File: config.mk
export PLATFORM = sky130hd
export DESIGN_NAME = mssc_display
export DESIGN_NICKNAME = d
export VERILOG_FILES = /design/src/rtl/multiplexed_seven_segment_clock_unit_defines.svh /design/src/rtl/mssc_pkg.sv /design/src/rtl/mssc_display.sv
export SDC_FILE = /design/constraint.sdc
export NUM_CORES = 1
export LEC_CHECK = 0
export BUFFER_PORTS_ARGS = -buffer_cell sky130_fd_sc_hd__clkbuf_2
export CORE_MARGIN = 5
export CORE_UTILIZATION = 40
export CTS_BUF_LIST = sky130_fd_sc_hd__clkbuf_4
export DETAILED_ROUTE_END_ITERATION = 8
export GPL_TIMING_DRIVEN = 0
export PLACE_DENSITY_LB_ADDON = 0.3
export SETUP_SLACK_MARGIN = 0.4
export SYNTH_ARGS = -nofsm -noshare
export SYNTH_HDL_FRONTEND = slang
export SYNTH_SLANG_ARGS = --single-unit
File: constraint.sdc
create_clock -name clk_i -period 2.2 [get_ports clk_i]
set_input_delay 0.22 -clock clk_i [delete_from_list [all_inputs] [get_ports clk_i]]
set_output_delay 0.22 -clock clk_i [all_outputs]
set_load 0.01 [all_outputs]
File: src/rtl/multiplexed_seven_segment_clock_unit_defines.svh
// assertion macros for the seven-segment clock unit
`ifndef MULTIPLEXED_SEVEN_SEGMENT_CLOCK_UNIT_DEFINES_SVH
`define MULTIPLEXED_SEVEN_SEGMENT_CLOCK_UNIT_DEFINES_SVH

`ifndef NO_ASSERTIONS
// same-cycle implication
`define MSSC_ASSERT_IMP(lbl, clk, rstn, ante, cons, msg) \
  lbl: assert property (@(posedge clk) disable iff (!rstn) (ante) |-> (cons)) else $error(msg);
// next-cycle implication
`define MSSC_ASSERT_NXT(lbl, clk, rstn, ante, cons, msg) \
  lbl: assert property (@(posedge clk) disable iff (!rstn) (ante) |=> (cons)) else $error(msg);
`else
`define MSSC_ASSERT_IMP(lbl, clk, rstn, ante, cons, msg)
`define MSSC_ASSERT_NXT(lbl, clk, rstn, ante, cons, msg)
`endif

`endif

File: src/rtl/mssc_pkg.sv
// types, constants and helper functions of the seven-segment clock unit
package mssc_pkg;

  localparam int unsigned Digits  = 4;
  localparam int unsigned PeriodW = 10;
  localparam int unsigned DigitW  = 4;
  localparam int unsigned PosW    = 2;
  localparam int unsigned SegW    = 7;
  localparam int unsigned EnW     = Digits;
  localparam int unsigned HourW   = 5;
  localparam int unsigned MinW    = 6;
  localparam int unsigned SecW    = 6;
  localparam int unsigned CfgIdxW = 2;

  typedef logic [PeriodW-1:0] period_t;
  typedef logic [DigitW-1:0]  digit_t;
  typedef digit_t [Digits-1:0] digit_store_t;

  // configuration register indexes
  typedef enum logic [CfgIdxW-1:0] {
    CfgSecondPeriod = 2'd0,
    CfgBlinkPeriod  = 2'd1,
    CfgScanPeriod   = 2'd2
  } cfg_idx_e;

  localparam period_t SecondPeriodRst = 10'd100;
  localparam period_t BlinkPeriodRst  = 10'd100;
  localparam period_t ScanPeriodRst   = 10'd25;

  localparam logic [SecW-1:0]  SecRst   = 6'd50;
  localparam logic [MinW-1:0]  MinRst   = 6'd8;
  localparam logic [HourW-1:0] HourRst  = 5'd15;
  localparam logic [SecW-1:0]  SecWrap  = 6'd60;
  localparam logic [MinW-1:0]  MinWrap  = 6'd60;
  localparam logic [HourW-1:0] HourWrap = 5'd24;

  // digit 0 is the leftmost (hour tens)
  localparam digit_store_t DigitRst = {4'd8, 4'd0, 4'd5, 4'd1};

  // events of one tick, in handling order
  typedef struct packed {
    logic second;
    logic blink;
    logic scan;
  } tick_events_t;

  typedef struct packed {
    period_t count;
    logic    fire;
  } countdown_t;

  typedef struct packed {
    digit_t tens;
    digit_t units;
  } digit_pair_t;

  // reloading countdown: a zero count stays put and never fires
  function automatic countdown_t countdown_step(period_t cnt, period_t period);
    countdown_t res;
    period_t    dec;
    dec      = cnt - period_t'(1);
    res.fire = 1'b0;
    res.count = cnt;
    if (cnt != '0) begin
      if (dec == '0) begin
        res.fire  = 1'b1;
        res.count = period;
      end else begin
        res.count = dec;
      end
    end
    return res;
  endfunction

  // tens and units of a value below sixty
  function automatic digit_pair_t split_digits(logic [MinW-1:0] v);
    digit_pair_t res;
    logic [MinW-1:0] base;
    if (v >= 6'd50) begin
      res.tens = 4'd5;
      base     = 6'd50;
    end else if (v >= 6'd40) begin
      res.tens = 4'd4;
      base     = 6'd40;
    end else if (v >= 6'd30) begin
      res.tens = 4'd3;
      base     = 6'd30;
    end else if (v >= 6'd20) begin
      res.tens = 4'd2;
      base     = 6'd20;
    end else if (v >= 6'd10) begin
      res.tens = 4'd1;
      base     = 6'd10;
    end else begin
      res.tens = 4'd0;
      base     = 6'd0;
    end
    res.units = digit_t'(v - base);
    return res;
  endfunction

  // active-low segment pattern, segment a in bit 0
  function automatic logic [SegW-1:0] seg_pattern(digit_t d);
    logic [SegW-1:0] p;
    case (d)
      4'd0:    p = 7'b1000000;
      4'd1:    p = 7'b1111001;
      4'd2:    p = 7'b0100100;
      4'd3:    p = 7'b0110000;
      4'd4:    p = 7'b0011001;
      4'd5:    p = 7'b0010010;
      4'd6:    p = 7'b0000010;
      4'd7:    p = 7'b1111000;
      4'd8:    p = 7'b0000000;
      4'd9:    p = 7'b0010000;
      default: p = 7'b1111111;
    endcase
    return p;
  endfunction

endpackage

File: src/rtl/mssc_display.sv
// digit scan, segment and enable latches, colon blink
module mssc_display import mssc_pkg::*; (
  input  logic            clk_i,
  input  logic            rst_ni,
  input  tick_events_t    events_i,
  input  digit_store_t    digits_i,
  output logic [SegW-1:0] segments_o,
  output logic [EnW-1:0]  enable_o,
  output logic            colon_o
);

  logic [PosW-1:0] pos_q, pos_d;
  logic [SegW-1:0] seg_q, seg_d;
  logic [EnW-1:0]  en_q, en_d;
  logic            phase_q, phase_d;
  logic            colon_q, colon_d;

  // phase toggles on the blink event and colon takes the old phase: after the first blink, lit (low) while phase is on
  always_comb begin
    phase_d = phase_q;
    colon_d = colon_q;
    if (events_i.blink) begin
      phase_d = ~phase_q;
      colon_d = phase_q;
    end
  end

  // scan event shows the current digit and moves on
  always_comb begin
    pos_d = pos_q;
    seg_d = seg_q;
    en_d  = en_q;
    if (events_i.scan) begin
      en_d  = ~(EnW'(1) << pos_q);
      seg_d = seg_pattern(digits_i[pos_q]);
      pos_d = pos_q + PosW'(1);
    end
  end

  always_ff @(posedge clk_i or negedge rst_ni) begin
    if (!rst_ni) begin
      pos_q   <= '0;
      seg_q   <= '0;
      en_q    <= '0;
      phase_q <= 1'b0;
      colon_q <= 1'b0;
    end else begin
      pos_q   <= pos_d;
      seg_q   <= seg_d;
      en_q    <= en_d;
      phase_q <= phase_d;
      colon_q <= colon_d;
    end
  end

  assign segments_o = seg_d;
  assign enable_o   = en_d;
  assign colon_o    = colon_d;

endmodule

# == Yosys cells after proc, flatten, opt, wreduce, memory -nomap -nowiden ==
# Memory sizes are Yosys's and may differ from the RTL's.
# Cells that the tools add are included.
# word_totals
ff_bits,15
inputBits,21
out_inout_bits,12
mem_count,1
word_cells,16
mem_bits_ro,112
# op_classes
add_sub_neg,1
order_cmp,1
shift,1
muxes,5
bitwise,2
# memory_table
memory,depth,width,rd,rd_clocked_by_memory_dff,write_ports,line_no,source
(name not given),16,7,1,0,0,mssc_pkg.sv:105,case (d)
# op_table
cell,n
binary-select mux 4 bit (select 2 bit),1
2-to-1 mux 4 bit,2
2-to-1 mux 7 bit,1
inverter 4 bit,1
"left shift 1 x 2 -> 4 bit, first input constant",1
"< comparator 2 x 3 -> 1 bit, second input constant",1
"adder 2 x 1 -> 2 bit, second input constant",1
2-to-1 mux 1 bit,1
inverter 1 bit,1

# == Longest topological paths before layout ==
# An unclocked memory read counts as a cell.
# depth
word_depth,4
depth_mapped,8
mapped_depth_nobuf,7

# == Worst setup path after synthesis ==
# No wires, ideal clock.
# synth_timing
path_kind,reg2out
start,register pos_q[0]
end,output port segments_o[2]
slack_ns,0.140
stages_incl_launch_ff,7
path_buffers,1
t_required_ns,1.980
arrival_ns,1.840
path_cell_list,dfrtp_1 > buf_6 > mux4_1 > inv_1 > ha_1 > nand2_1 > o311ai_1
# synth_via
elab_chain_cells,4
# synth_lines
element,line_no,source
"start, declared",mssc_display.sv:12,"logic [PosW-1:0] pos_q, pos_d;"
"start signal, assigned",mssc_display.sv:48,pos_q <= pos_d;
binary-select mux 4 bit (select 2 bit),mssc_display.sv:35,seg_d = seg_pattern(digits_i[pos_q]);
2-to-1 mux 4 bit (implied by the code),mssc_display.sv:35,
memory read (16 x 7 bit),-,
2-to-1 mux 7 bit,mssc_display.sv:33,if (events_i.scan) begin
"end, declared",mssc_display.sv:7,"output logic [SegW-1:0] segments_o,"
# No other way between the ends. The select of a mux whose other input is x is not followed.

# == Worst setup path after layout ==
# layout_timing
start,register pos_q[0]
end,output port segments_o[3]
# Same word-level chain as after synthesis.

==> impl_metrics.toml <==
[yosys]
avgSynthCellArea_um2 = 11.35
ys.flop_type = "dfrtp_1"
ys_ff_latch = 15
synth_top_area_cell = "dfrtp_1"
synthTopCellsByCount = "dfrtp_1, ha_1, inv_1, nor2_1"
synth_top_area_frac = 0.4132
ys_warn_count = 0
syn_area_um2 = 908.4
synth_seq_area_share = 0.4132
yosysMostFrequentCell = "dfrtp_1"
synth_edf_count = 0
ys_async_sr_fraction = 1.000
netlist_instances = 80
syn-num-nets = 110
synth_cell_types = 27
synth_area_leaders = "dfrtp_1, ha_1, mux4_1, mux4_2, inv_1"

[floorplanning]
start_util = 0.4146
die_height_um = 57.66
ios = 33
core_mm2 = 0.002191
die_w_um = 57.66
die_area_mm2 = 0.003324
placementRows = 17

[grt]
overflow = 0
grt_pass1_wl_um = 3512
grt_use_total = 0.1340
grt_max_degree = 16
grt_pass1_vias = 831
grt_antenna_before_repair = 0

[flow_run]
drv_cap = 0

[sta]
hold_viol = 0
fmax_ghz = 0.4245
finalCriticalPeriod_ns = 2.356
setup_viol = 8
fin_skew_ns = 0.004029
relSlewSlack = 0.6417
finalCritPeriodShare = 1.071
setup_ws_ns = -0.1559
rsz0062_at_grt = "true"
worst_pin_slew_ns = 0.5374
slew_violations = 0
setup-tns-final_ns = -1.047

[placed_design]
dp.cells = 139
dp_hpwl_um = 1490
routabilityCongestion = 0.7767
port_buffers = 31

[cells_and_area]
nets = 162
post-route-util = 0.6059
multi_input_area_um2 = 539.3
register_area_um2 = 376.6
drive_gt1_frac = 0.6260
diodes = 0
area_growth_pct = 46.14
nFillCells = 195
final_cells = 159

[route]
dr.pass1.iters = 4
antenna_left = 0
drc = 0
wl_um = 2081
routed_via_density = 4.824
num_vias = 767
drt_iter0_drc = 11
wl_per_cell_um = 13.09

[worst_setup_path]
worst_setup_path_start_kind = "flop"
cp.arrival_ns = 2.14
critPathKind = "flop to output pin"
crit_fanout = 5
cp_data_required_time_ns = 1.98
setup.worst_path.end_class = "output pin"

[pwr]
power.density_mw_per_mm2 = 1435
power.leakage_nw = 0.6460
max-vdd-ir-drop_v = 0.0007258

[clock_tree]
cts_tree = "built"
cts_root_buf = "clkbuf_4"
ctsHtreeMaxLevel = 1
cts_buffers = 3
clk_pin_slew_worst_paths_ns = 0.10
cts.path.max_buffers = 2
cts_num_sinks = 15
insertion_delay_ns = 0.29

[run_status]
violations = "negative setup slack"
status = "complete, but fails checks"

[worst_hold_path]
min_path_type = "primary input to flop"
-- kinds of logic (layout without fill, tap and decap cells) --
logic type	Yosys count	count (layout)	synth area share
DFF	15	15	0.4132
buffers and inverters	13	64	0.07161
muxes	8	8	0.1529
and+or+nand+nor	16	16	0.09643
adders and majority gates	9	9	0.1240
xor gates and xnor gates	3	3	0.02893
AOI/OAI and AO/OA	16	16	0.1129
-- power by group --
part / internal, mW / total [mW] / leakage, nW / switching (mW)
sequential: 0.408 / 0.475 / 0.165 / 0.0669
combinational: 0.658 / 1.26 / 0.467 / 0.604
clock: 0.0691 / 0.168 / 0.0139 / 0.0987
-- stage by stage --
| step | power (mW) | worst slack, ns | hold WS, ns | cell area (um^2) |
|---|---|---|---|---|
| 2_1_floorplan | 1.165 | 0.1876 | -0.07559 | 943.4 |
| 3_3_place_gp | 1.412 | -0.04665 | 0.1519 | 1134 |
| 3_5_place_dp | 1.434 | -0.03858 | 0.1625 | 1134 |
| 4_1_cts | 1.845 | -0.1625 | 0.1078 | 1285 |
| 5_1_grt | 2.074 | -0.2798 | 0.1117 | 1328 |
| 6_report | 1.906 | -0.1559 | 0.1235 | 1328 |
-- worst max-delay path, stage by stage (launching register included) --
cell and delay (ns):
dfrtp_1 0.38, buf_6 0.14, mux4_2 0.54, buf_6 0.15, ha_4 0.14, inv_2 0.04, o21ai_2 0.05, nor3_2 0.17
nor2_1 0.10, clkbuf_2 0.14
-- metal layers --
| metal | part of all wire | global-route usage | up-vias |
|---|---|---|---|
| met3 | 0.062 | 0.04232 | 2 |
| met1 | 0.38 | 0.1425 | 366 |
| li1 | - | - | 378 |
| met5 | 0 | 0 | - |
| met2 | 0.55 | 0.2500 | 21 |
| met4 | 0.012 | 0.03974 | 0 |
-- worst paths after layout --
check / startpoint / to / slack (ns) / cells after the start
max in group asynchronous: rst_ni / pos_q[1]$_DFFE_PN0P_ / 1.54 / 2
min in group asynchronous: rst_ni / seg_q[6]$_DFF_PN0_ / 0.36 / 2
hold / removal: events_i[1] / phase_q$_DFFE_PN0P_ / 0.12 / 2
hold reg to reg: phase_q$_DFFE_PN0P_ / phase_q$_DFFE_PN0P_ / 0.47 / 1
setup / recovery: pos_q[0]$_DFFE_PN0P_ / segments_o[3] / -0.16 / 9
setup reg to reg: pos_q[0]$_DFFE_PN0P_ / seg_q[6]$_DFF_PN0_ / -0.09 / 11
-- area by class of cell --
cell class | count | area share
Buffer | 4 | 0.02356
Timing Repair Buffer | 47 | 0.2121
Sequential cell | 15 | 0.2837
Tap cell | 28 | 0.02639
Inverter | 9 | 0.02545
Clock inverter | 1 | 0.005655
Clock buffer | 3 | 0.01697
Multi-Input combinational cell | 52 | 0.4062
-- cells in the final DEF, fill, tap and decap left out, types with 2 or more instances in the layout --
cell type	n
dfrtp_1	14
o21ai_2	2
clkbuf_4	3
buf_6	3
buf_4	14
o22ai_2	3
buf_2	5
nand2_1	3
a21oi_2	3
ha_2	2
xor2_1	3
mux4_2	4
inv_1	6
mux2i_1	3
nor2_1	5
clkbuf_2	27
o21ai_0	2
inv_2	3
ha_1	6
-- timing repair --
item | 4_1_cts | 5_1_grt
setup endpoints to repair | 14 | 16
pin swaps | 6 | 1
endpoints found under the hold margin | 15 | 0
setup buffers | 11 | 4
hold buffers | 1 | 0
resized for setup | 8 | 8
-- flip-flops by register name, indices dropped and copies added, names as in the netlist --
register / flops
colon_q: 1
en_q: 4
phase_q: 1
pos_q: 2
seg_q: 7
Power figures use the tool's default switching activity.
