<file path="config.mk">
export PLATFORM = sky130hd
export DESIGN_NAME = mssc_time
export DESIGN_NICKNAME = d
export VERILOG_FILES = /design/src/rtl/multiplexed_seven_segment_clock_unit_defines.svh /design/src/rtl/mssc_pkg.sv /design/src/rtl/mssc_time.sv
export SDC_FILE = /design/constraint.sdc
export NUM_CORES = 1
export LEC_CHECK = 0
export ABC_CLOCK_PERIOD_IN_PS = 4130
export CORE_ASPECT_RATIO = 0.75
export CORE_UTILIZATION = 50
export DETAILED_ROUTE_END_ITERATION = 8
export DONT_BUFFER_PORTS = 1
export PLACE_DENSITY = 0.69
export SYNTH_ARGS = -nofsm -noshare
export SYNTH_HDL_FRONTEND = slang
export SYNTH_SLANG_ARGS = --single-unit
</file>
<file path="constraint.sdc">
create_clock -name clk_i -period 4.13 [get_ports clk_i]
set_input_delay 0.2065 -clock clk_i [delete_from_list [all_inputs] [get_ports clk_i]]
set_output_delay 0.2065 -clock clk_i [all_outputs]
set_load 0.02 [all_outputs]
</file>
<file path="src/rtl/multiplexed_seven_segment_clock_unit_defines.svh">
// assertion macros for the seven-segment clock unit
`ifndef MULTIPLEXED_SEVEN_SEGMENT_CLOCK_UNIT_DEFINES_SVH
`define MULTIPLEXED_SEVEN_SEGMENT_CLOCK_UNIT_DEFINES_SVH

`ifndef NO_ASSERTIONS
// same-cycle implication
`define MSSC_ASSERT_IMP(lbl, clk, rstn, ante, cons, msg) \
  lbl: assert property (@(posedge clk) disable iff (!rstn) (ante) |-> (cons)) else $error(msg);
// next-cycle implication
`define MSSC_ASSERT_NXT(lbl, clk, rstn, ante, cons, msg) \
  lbl: assert property (@(posedge clk) disable iff (!rstn) (ante) |=> (cons)) else $error(msg);
`else
`define MSSC_ASSERT_IMP(lbl, clk, rstn, ante, cons, msg)
`define MSSC_ASSERT_NXT(lbl, clk, rstn, ante, cons, msg)
`endif

`endif

</file>
<file path="src/rtl/mssc_pkg.sv">
// types, constants and helper functions of the seven-segment clock unit
package mssc_pkg;

  localparam int unsigned Digits  = 4;
  localparam int unsigned PeriodW = 10;
  localparam int unsigned DigitW  = 4;
  localparam int unsigned PosW    = 2;
  localparam int unsigned SegW    = 7;
  localparam int unsigned EnW     = Digits;
  localparam int unsigned HourW   = 5;
  localparam int unsigned MinW    = 6;
  localparam int unsigned SecW    = 6;
  localparam int unsigned CfgIdxW = 2;

  typedef logic [PeriodW-1:0] period_t;
  typedef logic [DigitW-1:0]  digit_t;
  typedef digit_t [Digits-1:0] digit_store_t;

  // configuration register indexes
  typedef enum logic [CfgIdxW-1:0] {
    CfgSecondPeriod = 2'd0,
    CfgBlinkPeriod  = 2'd1,
    CfgScanPeriod   = 2'd2
  } cfg_idx_e;

  localparam period_t SecondPeriodRst = 10'd100;
  localparam period_t BlinkPeriodRst  = 10'd100;
  localparam period_t ScanPeriodRst   = 10'd25;

  localparam logic [SecW-1:0]  SecRst   = 6'd50;
  localparam logic [MinW-1:0]  MinRst   = 6'd8;
  localparam logic [HourW-1:0] HourRst  = 5'd15;
  localparam logic [SecW-1:0]  SecWrap  = 6'd60;
  localparam logic [MinW-1:0]  MinWrap  = 6'd60;
  localparam logic [HourW-1:0] HourWrap = 5'd24;

  // digit 0 is the leftmost (hour tens)
  localparam digit_store_t DigitRst = {4'd8, 4'd0, 4'd5, 4'd1};

  // events of one tick, in handling order
  typedef struct packed {
    logic second;
    logic blink;
    logic scan;
  } tick_events_t;

  typedef struct packed {
    period_t count;
    logic    fire;
  } countdown_t;

  typedef struct packed {
    digit_t tens;
    digit_t units;
  } digit_pair_t;

  // reloading countdown: a zero count stays put and never fires
  function automatic countdown_t countdown_step(period_t cnt, period_t period);
    countdown_t res;
    period_t    dec;
    dec      = cnt - period_t'(1);
    res.fire = 1'b0;
    res.count = cnt;
    if (cnt != '0) begin
      if (dec == '0) begin
        res.fire  = 1'b1;
        res.count = period;
      end else begin
        res.count = dec;
      end
    end
    return res;
  endfunction

  // tens and units of a value below sixty
  function automatic digit_pair_t split_digits(logic [MinW-1:0] v);
    digit_pair_t res;
    logic [MinW-1:0] base;
    if (v >= 6'd50) begin
      res.tens = 4'd5;
      base     = 6'd50;
    end else if (v >= 6'd40) begin
      res.tens = 4'd4;
      base     = 6'd40;
    end else if (v >= 6'd30) begin
      res.tens = 4'd3;
      base     = 6'd30;
    end else if (v >= 6'd20) begin
      res.tens = 4'd2;
      base     = 6'd20;
    end else if (v >= 6'd10) begin
      res.tens = 4'd1;
      base     = 6'd10;
    end else begin
      res.tens = 4'd0;
      base     = 6'd0;
    end
    res.units = digit_t'(v - base);
    return res;
  endfunction

  // active-low segment pattern, segment a in bit 0
  function automatic logic [SegW-1:0] seg_pattern(digit_t d);
    logic [SegW-1:0] p;
    case (d)
      4'd0:    p = 7'b1000000;
      4'd1:    p = 7'b1111001;
      4'd2:    p = 7'b0100100;
      4'd3:    p = 7'b0110000;
      4'd4:    p = 7'b0011001;
      4'd5:    p = 7'b0010010;
      4'd6:    p = 7'b0000010;
      4'd7:    p = 7'b1111000;
      4'd8:    p = 7'b0000000;
      4'd9:    p = 7'b0010000;
      default: p = 7'b1111111;
    endcase
    return p;
  endfunction

endpackage

</file>
<file path="src/rtl/mssc_time.sv">
// 24-hour time counters and the four-digit store
module mssc_time import mssc_pkg::*; (
  input  logic             clk_i,
  input  logic             rst_ni,
  input  logic             advance_i,
  output logic [HourW-1:0] hours_o,
  output logic [MinW-1:0]  minutes_o,
  output logic [SecW-1:0]  seconds_o,
  output digit_store_t     digits_o
);

  logic [SecW-1:0]  sec_q, sec_d;
  logic [MinW-1:0]  min_q, min_d;
  logic [HourW-1:0] hour_q, hour_d;
  digit_store_t     digits_q, digits_d;
  logic [SecW-1:0]  sec_inc;
  logic [MinW-1:0]  min_inc;
  logic [HourW-1:0] hour_inc;
  digit_pair_t      hour_split, min_split;

  // rollover chain seconds -> minutes -> hours
  always_comb begin
    sec_inc  = sec_q + SecW'(1);
    min_inc  = min_q + MinW'(1);
    hour_inc = hour_q + HourW'(1);
    sec_d    = sec_q;
    min_d    = min_q;
    hour_d   = hour_q;
    if (advance_i) begin
      if (sec_inc >= SecWrap) begin
        sec_d = '0;
        if (min_inc >= MinWrap) begin
          min_d  = '0;
          hour_d = (hour_inc >= HourWrap) ? '0 : hour_inc;
        end else begin
          min_d = min_inc;
        end
      end else begin
        sec_d = sec_inc;
      end
    end
  end

  // store refresh from the updated time
  always_comb begin
    hour_split = split_digits(MinW'(hour_d));
    min_split  = split_digits(min_d);
    digits_d   = digits_q;
    if (advance_i) begin
      digits_d[0] = hour_split.tens;
      digits_d[1] = hour_split.units;
      digits_d[2] = min_split.tens;
      digits_d[3] = min_split.units;
    end
  end

  always_ff @(posedge clk_i or negedge rst_ni) begin
    if (!rst_ni) begin
      sec_q    <= SecRst;
      min_q    <= MinRst;
      hour_q   <= HourRst;
      digits_q <= DigitRst;
    end else begin
      sec_q    <= sec_d;
      min_q    <= min_d;
      hour_q   <= hour_d;
      digits_q <= digits_d;
    end
  end

  assign hours_o   = hour_d;
  assign minutes_o = min_d;
  assign seconds_o = sec_d;
  assign digits_o  = digits_d;

endmodule

</file>
Yosys cells after proc, flatten, opt, wreduce, memory -nomap -nowiden
Cells that the tools add are included.
{"block": "op_classes", "n_addsub": 5, "multipliers": 0, "div_mod_pow": 0, "magnitude_cmp": 13, "n_eq_ne": 0, "shift": 0, "mux": 30, "bitwise": 0, "n_reduce_logical": 0}
{"op": "4-bit two-way mux", "n": 10}
{"op": "6-bit two-way mux", "n": 5}
{"op": "6-bit >= comparator (second input constant)", "n": 4}
{"op": "5-bit two-way mux", "n": 4}
{"op": "16-bit two-way mux", "n": 1}
{"op": "5-bit >= comparator (second input constant)", "n": 3}
{"op": "6-bit by 1-bit adder with 6-bit output (second input constant)", "n": 2}
{"op": "5-bit by 6-bit >= comparator with 1-bit output (second input constant)", "n": 2}
{"op": "6-bit by 5-bit >= comparator with 1-bit output (second input constant)", "n": 2}
{"op": "3-bit two-way mux", "n": 4}
{"op": "2-bit two-way mux", "n": 4}
{"op": "4-bit subtractor", "n": 2}
{"op": "6-bit by 4-bit >= comparator with 1-bit output (second input constant)", "n": 1}
{"op": "5-bit by 1-bit adder with 5-bit output (second input constant)", "n": 1}
{"op": "5-bit by 4-bit >= comparator with 1-bit output (second input constant)", "n": 1}
{"op": "1-bit two-way mux", "n": 2}
{"block": "totals", "ff_bits": 33, "latch_bits": 0, "ramBits": 0, "mem_bits_ro": 0, "input_bits": 3, "output_inout_bits": 33, "wordCells": 55, "mem_count": 0}

Depth between registers and ports, before layout
{"block": "depth", "depth_word": 14, "ltp_mapped": 16, "mapped_depth_nobuf": 15}

Worst setup path after synthesis
OpenSTA, ideal clock, no wires.
{"block": "synth_timing", "path_kind": "register -> output", "start": "register sec_q[1]", "end": "output digits_o[15] (netlist name)", "t_arrival_ns": 3.768, "t_required_ns": 3.923, "slack_ns": 0.156, "path_stages_with_launch": 17, "n_path_buf": 1, "path_cell_list": "dfstp_2 -> ha_1 -> buf_2 -> nand2_1 -> or3_1 -> nand2_1 -> nand2_1 -> o22ai_1 -> inv_2 -> nand2b_1 -> a21oi_1 -> o31a_1 -> ha_1 -> inv_1 -> fa_1 -> nand2b_1 -> o311ai_1"}
{"element": "start, declared", "line_no": "mssc_time.sv:12", "source": "logic [SecW-1:0] sec_q, sec_d;"}
{"element": "start signal, assigned", "line_no": "mssc_time.sv:59", "source": "sec_q <= SecRst;"}
{"element": "end, declared", "line_no": "mssc_time.sv:9", "source": "output digit_store_t digits_o"}

Worst setup path after layout
{"block": "layout_timing", "start": "register sec_q[1]", "end": "output digits_o[6] (netlist name)"}
{"block": "layout_via", "elab_chain_len": 12, "elab_cells_between_ends": 16, "cone_classes": "2 x add/sub; 6 x order compare; 8 x mux"}
{"element": "6-bit by 1-bit adder with 6-bit output (*)", "line_no": "mssc_time.sv:23", "source": "sec_inc = sec_q + SecW'(1);"}
{"element": "6-bit >= comparator (*)", "line_no": "mssc_time.sv:30", "source": "if (sec_inc >= SecWrap) begin"}
{"element": "5-bit two-way mux (*)", "line_no": "mssc_time.sv:30"}
{"element": "5-bit two-way mux (*)", "line_no": "mssc_time.sv:29", "source": "if (advance_i) begin"}
{"element": "net hours_o[1]", "line_no": "mssc_time.sv:6", "source": "output logic [HourW-1:0] hours_o,"}
{"element": "5-bit by 4-bit >= comparator with 1-bit output", "line_no": "mssc_pkg.sv:91", "source": "end else if (v >= 6'd10) begin"}
{"element": "4-bit two-way mux", "line_no": "mssc_pkg.sv:91"}
{"element": "4-bit two-way mux", "line_no": "mssc_pkg.sv:88", "source": "end else if (v >= 6'd20) begin"}
{"element": "4-bit two-way mux", "line_no": "mssc_pkg.sv:85", "source": "end else if (v >= 6'd30) begin"}
{"element": "4-bit two-way mux", "line_no": "mssc_pkg.sv:82", "source": "end else if (v >= 6'd40) begin"}
{"element": "4-bit two-way mux", "line_no": "mssc_pkg.sv:79", "source": "if (v >= 6'd50) begin"}
{"element": "4-bit subtractor (*)", "line_no": "mssc_pkg.sv:98", "source": "res.units = digit_t'(v - base);"}
{"element": "16-bit two-way mux (*)", "line_no": "mssc_time.sv:49", "source": "if (advance_i) begin"}
The timed path passes the listed nets; every way through them passes the cells marked *.

==> qor.csv <==
stage;metric;value;unit
run_status;status;complete, no violations;
synthesis;dominant synthesized flop cell;dfrtp_1;
floorplanning;die area;4670;um^2
floorplanning;row count;20;
global_routing;initial antenna violation count;0;
finish;final instance area;2590;um^2
clock_network;CTS tree;yes;
placed_design;dpl ws;0.203;ns
synthesis;sequential area share after synthesis;38.2;%
floorplanning;Initial Utilization;53.3;%
power;peak supply drop;0.263;mV
route;routed len/inst;16.2;um
power;P_leak;1.07;nW
route;DR pass1 iterations;4;
clock_network;Clock Path Buffers;2;
finish;share of cells above drive strength 1;29.6;%
finish;Fillers;357;
sta;fin crit period;3.96;ns
route;1st-iter DRT viols;144;
route;WL final;4.99;mm
synthesis;synthesized instance count;233;
clock_network;Clk Tree Root Cell;clkbuf_8;
floorplanning;Die Ht;59.5;um
placed_design;Port-buffer cells;0;
global_routing;Overflow after GRT;0;
sta;Slew Viols, Final;0;
clock_network;CTS clock-pin slew for the worst setup and hold paths;0.07;ns
critical_path;cell family with most CP delay;adder cells;
critical_path;slowest cell on the critical path;dfstp_2;
critical_path;Required @ worst endpoint;3.92;ns
synthesis;flops & latches, synth;33;
synthesis;EDFF count, synth;0;
placed_design;Placement Cell Area;2350;um^2
critical_path;start point of the critical path;sec_q[1];
finish;Layout area overhead;17.6;%
critical_path;crit path cell chain;ha_4, nand2_1, or3_4, nand2_4, buf_4, and4_1, or2_4, inv_1, maj3_2, mux2i_4, ha_1, fa_1, a21oi_2, buf_4;
floorplanning;Die Width;78.6;um
synthesis;FFs w/ async S/R, synth;100;%
floorplanning;Core ar.;4130;um^2
sta;Fmax;252;MHz
power;Tot Pwr;0.984;mW
finish;n_diodes;0;
clock_network;CTS Buf Count;5;
critical_path;CP Capture Type;output port;
sta;Fin Setup TNS;0;ns
synthesis;Syn. warnings;0;
min_path;Hold Path Class;in -> reg;
clock_network;H-tree depth;2;
global_routing;Total GRT Usage;22.5;%
synthesis;mean post-synth cell area;9.45;um^2
synthesis;Yosys top cell by area;dfrtp_1;
floorplanning;IO Pins;36;
sta;endpoints failing setup;0;
sta;relative slew slack;48.9;%
synthesis;largest cells by area after synthesis;dfrtp_1, dfstp_2, o21ai_0, nand2_1, ha_1;
clock_network;clk sinks;33;
clock_network;Clock Latency Late Sink;0.29;ns
critical_path;Max Fanout on Critical Path;9;
sta;Final period util;95.9;%
synthesis;post-synth top area share;23.9;%
critical_path;CP max stage delay;0.58;ns
route;drt via density;6.01;
critical_path;Crit Path Category;reg -> out;
min_path;Hold Path Origin;advance_i;
global_routing;global-route wire length before repair;8.00;mm
global_routing;largest net degree at the start of global routing;38;
finish;# nets final;262;
sta;final hold vios;0;
flow_run;max-cap violations;0;
sta;final worst setup slack;0.168;ns
sta;Worst Skew;0.00733;ns
synthesis;Post-Syn Area;2200;um^2
route;via count;1850;
power;PD cells;380;nW/um^2
synthesis;Mapped Nets;243;
critical_path;crit start category;flip-flop;
synthesis;synth cell count leaders;dfrtp_1, nand2_1, o21ai_0, inv_1, nor2_1;
critical_path;most used cell, CP;buf_4;
route;DRC viols;0;
critical_path;reg2reg start;sec_q[0];
global_routing;vias in the first global route;1638;
placed_design;GPL Wtd Cong;0.905;
placed_design;DP HPWL;3.49;mm
synthesis;synth unique cells;69;
route;ANT nets after route;0;
critical_path;Arr. time, crit path;3.76;ns
sta;Worst-Margin Slew;0.759;ns
critical_path;Buf/Inv on CP;3;
-- cell families (layout without fill, tap and decap cells) --
family                   count (synthesis)  in the layout  share of synthesized area, %
AND/OR/NAND/NOR                         84             84                          21.5
AO/OA/AOI/OAI                           69             69                          23.5
flip-flops                              33             33                          38.2
buffers and inverters                   28             48                          5.63
adder cells (fa/ha/maj)                  9              9                          5.63
multiplexers                             8              8                          4.66
XOR/XNOR                                 2              2                         0.796
-- registers in the layout (all words and copies together), names as in the netlist --
register  count
digits_q     16
min_q         6
sec_q         6
hour_q        5
-- cells in the final DEF (no fill, tap or decap), types with 3 or more instances in the layout --
cell	count
o21ai_0	17
nand2b_1	6
nor2_1	12
ha_1	4
nor3_1	3
buf_4	20
mux2_2	4
nor2b_1	3
a31oi_1	5
inv_2	3
and3_1	5
a21oi_1	7
nand4_1	5
o22ai_1	4
nand2_1	20
dfrtp_1	20
o211ai_1	6
clkbuf_8	5
dfstp_2	12
inv_1	14
nand3_1	8
-- layout make-up --
type | instances | area (um^2) | share of cell area [%]
multi-input combinational | 172 | 1320 | 50.8
tap | 55 | 68.8 | 2.66
clock buffer | 6 | 72.6 | 2.80
clock inverter | 2 | 35.0 | 1.35
sequential | 33 | 842 | 32.5
inverter | 17 | 63.8 | 2.47
timing repair buffer | 23 | 190 | 7.35
-- worst reg2reg max path, cell delays in order, from the launching register on --
cell and delay, ns:
dfrtp_2 0.46, ha_4 0.21, and4b_1 0.27, o211a_2 0.24, nor2_2 0.09, o31a_1 0.33
or3_1 0.36, o211ai_1 0.17, o31a_1 0.18, ha_1 0.14, inv_1 0.04, fa_1 0.37
nand2b_1 0.17, o311ai_2 0.21, buf_4 0.19
-- through the flow --
| step | std cells | utilization, % | hold slack, ns |
|---|---|---|---|
| finish | 308 | 62.7 | 0.0782 |
| global route | 308 | 62.7 | 0.0631 |
| CTS | 307 | 61.1 | 0.0584 |
| detailed placement | 296 | 57.0 | -0.0886 |
| global placement | 296 | 57.0 | -0.0886 |
| floorplan | 233 | - | -0.0891 |
-- report_power, final --
part,total [mW],internal (mW),switching (mW),leakage [nW]
logic,0.248,0.0876,0.161,0.640
clock network,0.304,0.179,0.125,0.0552
registers,0.431,0.372,0.0588,0.374
total,0.984,0.639,0.345,1.07
-- what timing repair did --
item | CTS | global route
hold endpoints to repair | 34 | 0
pin swaps | 0 | 1
endpoints found under the setup margin | 2 | 2
resized for setup | 4 | 11
hold buffers | 3 | 0
setup buffers | 0 | 1
-- routing by layer --
layer  track usage (%)  vias to the layer above  routed length (um)
met4              7.41                        0                  40
met1              32.1                      880                2390
met5                 0                        -                   0
li1                  -                      902                   -
met3              7.08                        5                 388
met2              32.4                       63                2170
-- worst paths after layout --
kind                                end  slack (ns)  cells after the start
max                         digits_o[6]        0.17                     14
min                        digits_q[11]        0.08                      1
max reg2reg                digits_q[15]        0.64                     14
min reg2reg                 digits_q[6]        0.54                      2
max in group asynchronous     hour_q[2]        3.53                      2
min in group asynchronous      min_q[2]        0.34                      2
No activity file was read; power rests on OpenSTA's default activity.
